[config.mk]
export PLATFORM = sky130hd
export DESIGN_NAME = arm_comfort_fatigue_fsm
export DESIGN_NICKNAME = d
export VERILOG_FILES = /design/src/rtl/acf_pkg.sv /design/src/rtl/acf_classify.sv /design/src/rtl/arm_comfort_fatigue_fsm.sv
export SDC_FILE = /design/constraint.sdc
export NUM_CORES = 1
export LEC_CHECK = 0
export BUFFER_PORTS_ARGS = -buffer_cell sky130_fd_sc_hd__buf_4
export CORE_ASPECT_RATIO = 1.5
export CORE_MARGIN = 4
export CORE_UTILIZATION = 30
export CTS_BUF_LIST = sky130_fd_sc_hd__clkbuf_16
export CTS_CLUSTER_DIAMETER = 100
export DETAILED_ROUTE_END_ITERATION = 6
export PLACE_DENSITY_LB_ADDON = 0.25
export SYNTH_ARGS = -nofsm -noshare
export SYNTH_HDL_FRONTEND = slang
export SYNTH_SLANG_ARGS = --single-unit
[constraint.sdc]
create_clock -name clk -period 19.5 [get_ports clk]
set_clock_uncertainty 0.15 [all_clocks]
set_input_delay 3.9 -clock clk [delete_from_list [all_inputs] [get_ports clk]]
set_output_delay 3.9 -clock clk [all_outputs]
set_load 0.01 [all_outputs]
[src/rtl/acf_pkg.sv]
// acf_pkg: types, codes and constants for the arm comfort and fatigue supervisor.
// No dependencies; imported by acf_classify, arm_comfort_fatigue_fsm, acf_checker and testbench.
`timescale 1ns / 1ps

package acf_pkg;

  localparam int POSITION_WIDTH = 16;
  localparam int FRACTION_BITS  = 8;
  localparam int SPEED_WIDTH    = 16;
  localparam int TOL_WIDTH      = 16;
  localparam int RATE_WIDTH     = 16;
  localparam int FATIGUE_WIDTH  = 24;
  localparam int HOLD_WIDTH     = 8;
  localparam int STATE_WIDTH    = 2;
  localparam int CFG_ADDR_WIDTH = 3;
  localparam int CFG_DATA_WIDTH = (POSITION_WIDTH > TOL_WIDTH) ? POSITION_WIDTH : TOL_WIDTH;

  localparam logic [STATE_WIDTH-1:0] ST_STILL  = 2'd0;
  localparam logic [STATE_WIDTH-1:0] ST_MOVING = 2'd1;
  localparam logic [STATE_WIDTH-1:0] ST_RELAX  = 2'd2;

  localparam logic [FATIGUE_WIDTH-1:0] FATIGUE_MAX = {FATIGUE_WIDTH{1'b1}};
  localparam logic [HOLD_WIDTH-1:0]    HOLD_MAX    = {HOLD_WIDTH{1'b1}};
  localparam logic [HOLD_WIDTH-1:0]    RELAX_HOLD  = 8'd5;
  localparam int                       TIRED_UNITS = 100;

  localparam logic [CFG_ADDR_WIDTH-1:0] CFG_RELAX_PAN        = 3'd0;
  localparam logic [CFG_ADDR_WIDTH-1:0] CFG_RELAX_TILT       = 3'd1;
  localparam logic [CFG_ADDR_WIDTH-1:0] CFG_RELAX_RADIUS     = 3'd2;
  localparam logic [CFG_ADDR_WIDTH-1:0] CFG_ANGLE_TOLERANCE  = 3'd3;
  localparam logic [CFG_ADDR_WIDTH-1:0] CFG_RADIUS_TOLERANCE = 3'd4;
  localparam logic [CFG_ADDR_WIDTH-1:0] CFG_RATE_STILL       = 3'd5;
  localparam logic [CFG_ADDR_WIDTH-1:0] CFG_RATE_MOVING      = 3'd6;

  typedef struct packed {
    logic                             inhibit;
    logic signed [POSITION_WIDTH-1:0] arm_pan;
    logic signed [POSITION_WIDTH-1:0] arm_tilt;
    logic signed [POSITION_WIDTH-1:0] arm_radius;
    logic signed [SPEED_WIDTH-1:0]    speed_pan;
    logic signed [SPEED_WIDTH-1:0]    speed_tilt;
    logic signed [SPEED_WIDTH-1:0]    speed_radial;
  } acf_in_t;

  typedef struct packed {
    logic [STATE_WIDTH-1:0]   state_code;
    logic [FATIGUE_WIDTH-1:0] tiredness;
    logic                     in_comfort;
    logic                     arm_moving;
    logic                     relax_request;
  } acf_out_t;

  // posture and tolerance settings seen by the classifier
  typedef struct packed {
    logic signed [POSITION_WIDTH-1:0] relax_pan;
    logic signed [POSITION_WIDTH-1:0] relax_tilt;
    logic signed [POSITION_WIDTH-1:0] relax_radius;
    logic [TOL_WIDTH-1:0]             angle_tolerance;
    logic [TOL_WIDTH-1:0]             radius_tolerance;
  } acf_posture_t;

  typedef struct packed {
    logic moving;
    logic comfort;
  } acf_class_t;

endpackage

[src/rtl/acf_classify.sv]
// acf_classify: motion detect and comfort-zone test for one beat.
// Depends on acf_pkg.
`timescale 1ns / 1ps

module acf_classify (
  input  acf_pkg::acf_in_t      item,
  input  acf_pkg::acf_posture_t posture,
  output acf_pkg::acf_class_t   cls
);
  import acf_pkg::*;

  localparam int DW = POSITION_WIDTH + 1;

  function automatic logic near(input logic signed [POSITION_WIDTH-1:0] a,
                                input logic signed [POSITION_WIDTH-1:0] b,
                                input logic [TOL_WIDTH-1:0] tol);
    logic signed [DW-1:0] d;
    logic [DW-1:0]        mag;
    logic [DW:0]          mag_x;
    logic [DW:0]          tol_x;
    d     = DW'(a) - DW'(b);
    mag   = d[DW-1] ? DW'(-d) : DW'(d);
    mag_x = {1'b0, mag};
    tol_x = (DW + 1)'(tol);
    return mag_x <= tol_x;
  endfunction

  always_comb begin
    cls.moving  = (item.speed_pan != '0) || (item.speed_tilt != '0) ||
                  (item.speed_radial != '0);
    cls.comfort = near(posture.relax_pan, item.arm_pan, posture.angle_tolerance) &&
                  near(posture.relax_tilt, item.arm_tilt, posture.angle_tolerance) &&
                  near(posture.relax_radius, item.arm_radius, posture.radius_tolerance);
  end

endmodule

[src/rtl/arm_comfort_fatigue_fsm.sv]
// arm_comfort_fatigue_fsm: top level of the arm comfort and fatigue supervisor.
// Depends on acf_pkg and acf_classify.
`timescale 1ns / 1ps

// Usage
//   One input beat per control tick on in_valid/in_ready/in_data: inhibit flag,
//   three arm positions and three axis speeds. Each accepted beat yields exactly
//   one result beat on out_valid/out_ready/out_data: state after the step,
//   tiredness (unsigned fixed point, FRACTION_BITS fraction bits), comfort and
//   motion flags and a one-beat relax request.
//   Each accepted beat passes an input register, then the classify/step logic
//   feeding the result register; out_valid rises when the result register
//   loads. Throughput is one beat per cycle while out_ready stays high, with
//   the state update done combinationally between those registers.
//   When out_ready is low the result register holds, the input register fills
//   behind it and in_ready drops; no beat is lost.
//   Configuration: cfg_we writes cfg_wdata to register cfg_addr;
//   unknown indexes are ignored. Write only while the block is idle.
//   Reset (rst_n low, synchronous) clears all settings, the state to still,
//   hold count and tiredness to zero and both flags; both pipeline slots empty.

module arm_comfort_fatigue_fsm #(
  parameter int FRACTION_BITS = acf_pkg::FRACTION_BITS
) (
  input  logic                                clk,
  input  logic                                rst_n,
  input  logic                                in_valid,
  output logic                                in_ready,
  input  acf_pkg::acf_in_t                    in_data,
  output logic                                out_valid,
  input  logic                                out_ready,
  output acf_pkg::acf_out_t                   out_data,
  input  logic                                cfg_we,
  input  logic [acf_pkg::CFG_ADDR_WIDTH-1:0]  cfg_addr,
  input  logic [acf_pkg::CFG_DATA_WIDTH-1:0]  cfg_wdata
);
  import acf_pkg::*;

  localparam logic [FATIGUE_WIDTH-1:0] TIRED_LIMIT =
    FATIGUE_WIDTH'(TIRED_UNITS) << FRACTION_BITS;

  // settings
  acf_posture_t          posture_r;
  logic [RATE_WIDTH-1:0] rate_still_r;
  logic [RATE_WIDTH-1:0] rate_moving_r;

  // pipeline
  logic      in_valid_r;
  acf_in_t   in_data_r;
  logic      out_valid_r;
  acf_out_t  out_data_r, out_data_nxt;
  logic      advance;

  // supervisor state
  logic [STATE_WIDTH-1:0]   state_r, state_nxt;
  logic [HOLD_WIDTH-1:0]    hold_r, hold_nxt;
  logic [FATIGUE_WIDTH-1:0] fatigue_r, fatigue_nxt;
  logic                     comfort_r, moving_r;

  acf_class_t cls;

  acf_classify u_classify (
    .item    (in_data_r),
    .posture (posture_r),
    .cls     (cls)
  );

  assign advance   = in_valid_r && (!out_valid_r || out_ready);
  assign in_ready  = !in_valid_r || advance;
  assign out_valid = out_valid_r;
  assign out_data  = out_data_r;

  always_ff @(posedge clk) begin
    if (!rst_n) begin
      posture_r     <= '0;
      rate_still_r  <= '0;
      rate_moving_r <= '0;
    end else if (cfg_we) begin
      unique case (cfg_addr)
        CFG_RELAX_PAN:        posture_r.relax_pan        <= POSITION_WIDTH'(cfg_wdata);
        CFG_RELAX_TILT:       posture_r.relax_tilt       <= POSITION_WIDTH'(cfg_wdata);
        CFG_RELAX_RADIUS:     posture_r.relax_radius     <= POSITION_WIDTH'(cfg_wdata);
        CFG_ANGLE_TOLERANCE:  posture_r.angle_tolerance  <= TOL_WIDTH'(cfg_wdata);
        CFG_RADIUS_TOLERANCE: posture_r.radius_tolerance <= TOL_WIDTH'(cfg_wdata);
        CFG_RATE_STILL:       rate_still_r               <= RATE_WIDTH'(cfg_wdata);
        CFG_RATE_MOVING:      rate_moving_r              <= RATE_WIDTH'(cfg_wdata);
        default: ;
      endcase
    end
  end

  // step logic
  logic [RATE_WIDTH-1:0]    rate;
  logic [FATIGUE_WIDTH-1:0] rate_x;
  logic [FATIGUE_WIDTH:0]   sum;
  logic [FATIGUE_WIDTH-1:0] tired;
  logic                     req;
  logic                     relax_go;

  always_comb begin
    rate   = (state_r == ST_MOVING) ? rate_moving_r : rate_still_r;
    rate_x = FATIGUE_WIDTH'(rate);
    sum    = {1'b0, fatigue_r} + {1'b0, rate_x};
    if (cls.comfort) begin
      tired = (fatigue_r > rate_x) ? fatigue_r - rate_x : '0;
    end else begin
      tired = sum[FATIGUE_WIDTH] ? FATIGUE_MAX : sum[FATIGUE_WIDTH-1:0];
    end
    relax_go = !cls.comfort && (tired > TIRED_LIMIT) && (hold_r != '0);

    state_nxt   = state_r;
    fatigue_nxt = fatigue_r;
    req         = 1'b0;
    unique case (state_r)
      ST_MOVING: begin
        fatigue_nxt = tired;
        if (!cls.moving) state_nxt = ST_STILL;
        else if (relax_go) state_nxt = ST_RELAX;
      end
      ST_RELAX: begin
        if (hold_r == '0) begin
          req         = 1'b1;
          fatigue_nxt = fatigue_r >> 1;
        end else if (hold_r > RELAX_HOLD) begin
          state_nxt = cls.moving ? ST_MOVING : ST_STILL;
        end
      end
      default: begin
        // still, and the unused code behaves as still
        fatigue_nxt = tired;
        if (cls.moving) state_nxt = ST_MOVING;
        else if (relax_go) state_nxt = ST_RELAX;
      end
    endcase

    if (state_nxt != state_r) hold_nxt = '0;
    else if (hold_r != HOLD_MAX) hold_nxt = hold_r + 1'b1;
    else hold_nxt = hold_r;

    if (in_data_r.inhibit) begin
      out_data_nxt.state_code    = state_r;
      out_data_nxt.tiredness     = fatigue_r;
      out_data_nxt.in_comfort    = comfort_r;
      out_data_nxt.arm_moving    = moving_r;
      out_data_nxt.relax_request = 1'b0;
    end else begin
      out_data_nxt.state_code    = state_nxt;
      out_data_nxt.tiredness     = fatigue_nxt;
      out_data_nxt.in_comfort    = cls.comfort;
      out_data_nxt.arm_moving    = cls.moving;
      out_data_nxt.relax_request = req;
    end
  end

  always_ff @(posedge clk) begin
    if (!rst_n) begin
      in_valid_r  <= 1'b0;
      out_valid_r <= 1'b0;
      state_r     <= ST_STILL;
      hold_r      <= '0;
      fatigue_r   <= '0;
      comfort_r   <= 1'b0;
      moving_r    <= 1'b0;
    end else begin
      if (in_ready) in_valid_r <= in_valid;
      if (advance) out_valid_r <= 1'b1;
      else if (out_ready) out_valid_r <= 1'b0;
      if (advance && !in_data_r.inhibit) begin
        state_r   <= state_nxt;
        hold_r    <= hold_nxt;
        fatigue_r <= fatigue_nxt;
        comfort_r <= cls.comfort;
        moving_r  <= cls.moving;
      end
    end
  end

  // payload registers, no reset
  always_ff @(posedge clk) begin
    if (in_ready && in_valid) in_data_r <= in_data;
    if (advance) out_data_r <= out_data_nxt;
  end

endmodule

==> summary.txt <==
======================================================================================
Final instance area .....................................................   0.0211 mm²
Worst R2R End ...........................................................    hold_r[2]
Clock tree from TritonCTS ...............................................        built
Most frequent cells in the layout ....................................... sky130_fd_sc_hd__nand2_1, sky130_fd_sc_hd__buf_4, sky130_fd_sc_hd__dfxtp_1
Largest fanout of any net on the critical path ..........................            4
Buffers plus inverters on the worst setup path ..........................            2
Period minus WS final ...................................................      8.64 ns
Power density of the placed cells .......................................  75.7 mW/mm²
Post-CTS Resized ........................................................            0
Number of distinct standard cells referenced by the synthesized netlist .           95
Post-Route Utilization ..................................................        35.2%
Slew at the pin closest to its max-slew limit ...........................      1.25 ns
Number of H-tree levels .................................................            2
Arrival time worst endpoint .............................................      4.59 ns
Worst min-delay path class .............................................. flip-flop to flip-flop
Worst Path Required .....................................................     15.45 ns
Number of antenna violations at the first check in global routing .......            0
Sequential share of the synthesized area ................................        37.5%
Yosys top cell area share ...............................................        20.9%
Commonest register cell after synthesis ................................. sky130_fd_sc_hd__dfxtp_1
Initial DRC Count .......................................................          927
Critical path's most frequent cell ...................................... sky130_fd_sc_hd__buf_4
Die X ...................................................................       209 µm
Hold buffers post-CTS ...................................................            0
Pin count of the biggest net entering global routing ....................          114
Number of endpoints with negative hold slack in the final report ........            0
Filler Cells Inserted ...................................................         6181
Die boundary height .....................................................       309 µm
Die outline area ........................................................   0.0644 mm²
Final Hold Slack ........................................................     0.313 ns
M3 GR Usage .............................................................        2.66%
Synth Net Count .........................................................         2395
Worst slew margin relative to its limit .................................        16.7%
Placed instance area ....................................................   0.0199 mm²
Share of cells above drive strength 1 ...................................        11.9%
Initial core utilization ................................................        30.2%
Overall routed net length ...............................................     53900 µm
Clock buffer depth ......................................................            3
Placer Congestion .......................................................        0.858
Met2 usage ..............................................................        30.3%
Reg2reg setup slack .....................................................     11.14 ns
Total iterations of the first detailed-routing run ......................            5
Cell type contributing the most total cell area after synthesis ......... sky130_fd_sc_hd__edfxtp_1
Setup CP Type ........................................................... input pin to output pin
Endpoint class of the critical path .....................................   output pin
Average detailed-routed wire length per instance ........................      17.7 µm
Post-Syn Instances ......................................................         2133
TritonCTS Buffers .......................................................           34
Critical Path Start .....................................................    out_ready
Number of enable-type register cells in the synthesized netlist .........          126
Vias ....................................................................        15700
R2r worst-path depth ....................................................           29
Result of the run ....................................................... complete, no violations
Area of the core region .................................................   0.0599 mm²
Count of nets left with antenna violations after detail routing .........            0
Residual DRC ............................................................            0
Wire length of the first global-routing pass ............................     83900 µm
End of the critical path ................................................     in_ready
Total of endpoints with negative setup slack in the final report ........            0
Global route hottest layer ..............................................         met2
Root buffer cell ........................................................ sky130_fd_sc_hd__clkbuf_16
Seq. cell area ..........................................................  0.00679 mm²
Kind of cell adding the most delay to the critical path ................. simple AND/OR/NAND/NOR gates
Count of inserted antenna diode cells ...................................            0
Post-layout net count ...................................................         2498
Setup repair after global routing missed its margin .....................           no
Total number of cells along the worst setup path ........................            4
Worst vdd ir ............................................................    0.0849 mV
Multi-input gate area in the final layout ...............................   0.0104 mm²
Post-synthesis instance area ............................................   0.0181 mm²
Crit-path cells ......................................................... buf_4 -> nor2b_1 -> nand2_1 -> buf_4
Site Rows ...............................................................          110
Largest incremental delay on the critical path ..........................      0.30 ns
Overall power after layout ..............................................      1.59 mW
I/O Pins ................................................................          152
Area delta synth->final .................................................        16.4%
Slowest cell on the critical path ....................................... sky130_fd_sc_hd__nor2b_1
Kind of start point of the critical path ................................    input pin
Number of buffers added on ports ........................................          151
Synthesized flop and latch total ........................................          276
Total Negative Setup Slacks .............................................         0 ns
Hold Path Depth .........................................................            2
Global route total overflow .............................................            0
Number of global-route vias before repair ...............................        15600
Area contributors post-synth ............................................ sky130_fd_sc_hd__edfxtp_1, sky130_fd_sc_hd__dfxtp_1, sky130_fd_sc_hd__ha_1, sky130_fd_sc_hd__nand2_1, sky130_fd_sc_hd__a21boi_0
Async SR Flop Fraction ..................................................           0%
Synthesized area per cell ...............................................     8.49 µm²
Timing-limited maximum frequency ........................................    0.116 GHz
Number of clock sinks ...................................................          276
Max Slew Vio Count ......................................................            0
Commonest non-fill, non-tap cell in the layout .......................... sky130_fd_sc_hd__nand2_1
# Post-CTS Setup Buffers ................................................            0
Clock transition at path regs ...........................................      0.06 ns
M1 GR Usage .............................................................        18.2%
Post-DP HPWL ............................................................     40100 µm
R2R Path Start .......................................................... in_data_r[80]
Vias/cell ...............................................................         5.15
Synth Warn # ............................................................            0
Part of the cycle the worst path needs ..................................        44.3%
Overall track demand over capacity in global routing ....................        16.1%
Leakage power figure ....................................................      8.13 nW
# Max-Cap Violations ....................................................            0
Clock insertion delay at the later pin of the skew report ...............      0.55 ns
======================================================================================
==> worst min-delay path by stage <==
stage                                    to  slack (ns)              start
after floorplan            rate_moving_r[0]        0.29   rate_moving_r[0]
after global placement     rate_moving_r[5]        0.30   rate_moving_r[5]
after detailed placement  rate_moving_r[13]        0.31  rate_moving_r[13]
after CTS                 rate_moving_r[13]        0.31  rate_moving_r[13]
after global routing      rate_moving_r[13]        0.33  rate_moving_r[13]
final                       rate_still_r[2]        0.31    rate_still_r[2]
==> metrics by stage <==
stage / worst slack, ns / instances
floorplan: 11.23 / 2133
global placement: 10.85 / 2984
detailed placement: 10.85 / 2984
CTS: 10.85 / 3043
global route: 10.38 / 3043
finish: 10.86 / 3043
==> worst register-to-register path: cells and delay by family (launching register included) <==
kind                       cells  cell delay, ns
adders and majority gates      3            0.94
AOI/OAI and AO/OA             18            4.75
DFF                            1            0.37
and+or+nand+nor                7            1.90
xor gates and xnor gates       1            0.18
==> final cells by class <==
cell class | count | share of cell area, %
clock buffer | 36 | 4.28
clock inverter | 23 | 1.06
inverter | 133 | 2.37
multi-input combinational | 1626 | 49.5
sequential | 276 | 32.2
tap | 784 | 4.66
timing repair buffer | 165 | 5.88
==> cell families (layout without fill, tap and decap cells) <==
logic type | after synthesis | count (layout) | synth area share [%]
mux | 34 | 34 | 2.03
compound gates | 547 | 547 | 20.5
xor+xnor | 81 | 81 | 3.92
flops | 276 | 276 | 37.5
simple gates | 823 | 823 | 21.2
buf+inv | 231 | 357 | 4.96
fa+ha+maj | 141 | 141 | 9.95
==> synth_stat cells (all sizes together), types with 23 or more instances <==
| master | instances |
|---|---|
| ha | 136 |
| o21ai | 130 |
| xnor2 | 50 |
| dfxtp | 150 |
| nand3 | 46 |
| nand4 | 23 |
| nand2 | 400 |
| edfxtp | 126 |
| a21boi | 119 |
| a21oi | 96 |
| nor3 | 33 |
| clkbuf | 88 |
| and2 | 34 |
| xor2 | 31 |
| nor2 | 140 |
| nor2b | 29 |
| a21o | 32 |
| inv | 132 |
==> state kept, by name (all words and copies together) (netlist names) <==
register       count
moving_r           1
rate_still_r      16
comfort_r          1
posture_r         80
hold_r             8
in_data_r         97
out_valid          1
rate_moving_r     16
in_valid_r         1
fatigue_r         24
state_r            2
out_data          29
==> where the power goes <==
group	switching, mW	internal [mW]
Sequential	0.00909	0.629
Clock	0.257	0.388
Combinational	0.188	0.124
==> layer usage <==
layer	up-vias	part of all wire, %
met3	103	4.6
li1	7751	-
met5	-	0
met4	0	3.8
met2	367	52
met1	7445	39
No activity file was read; power rests on OpenSTA's default activity.
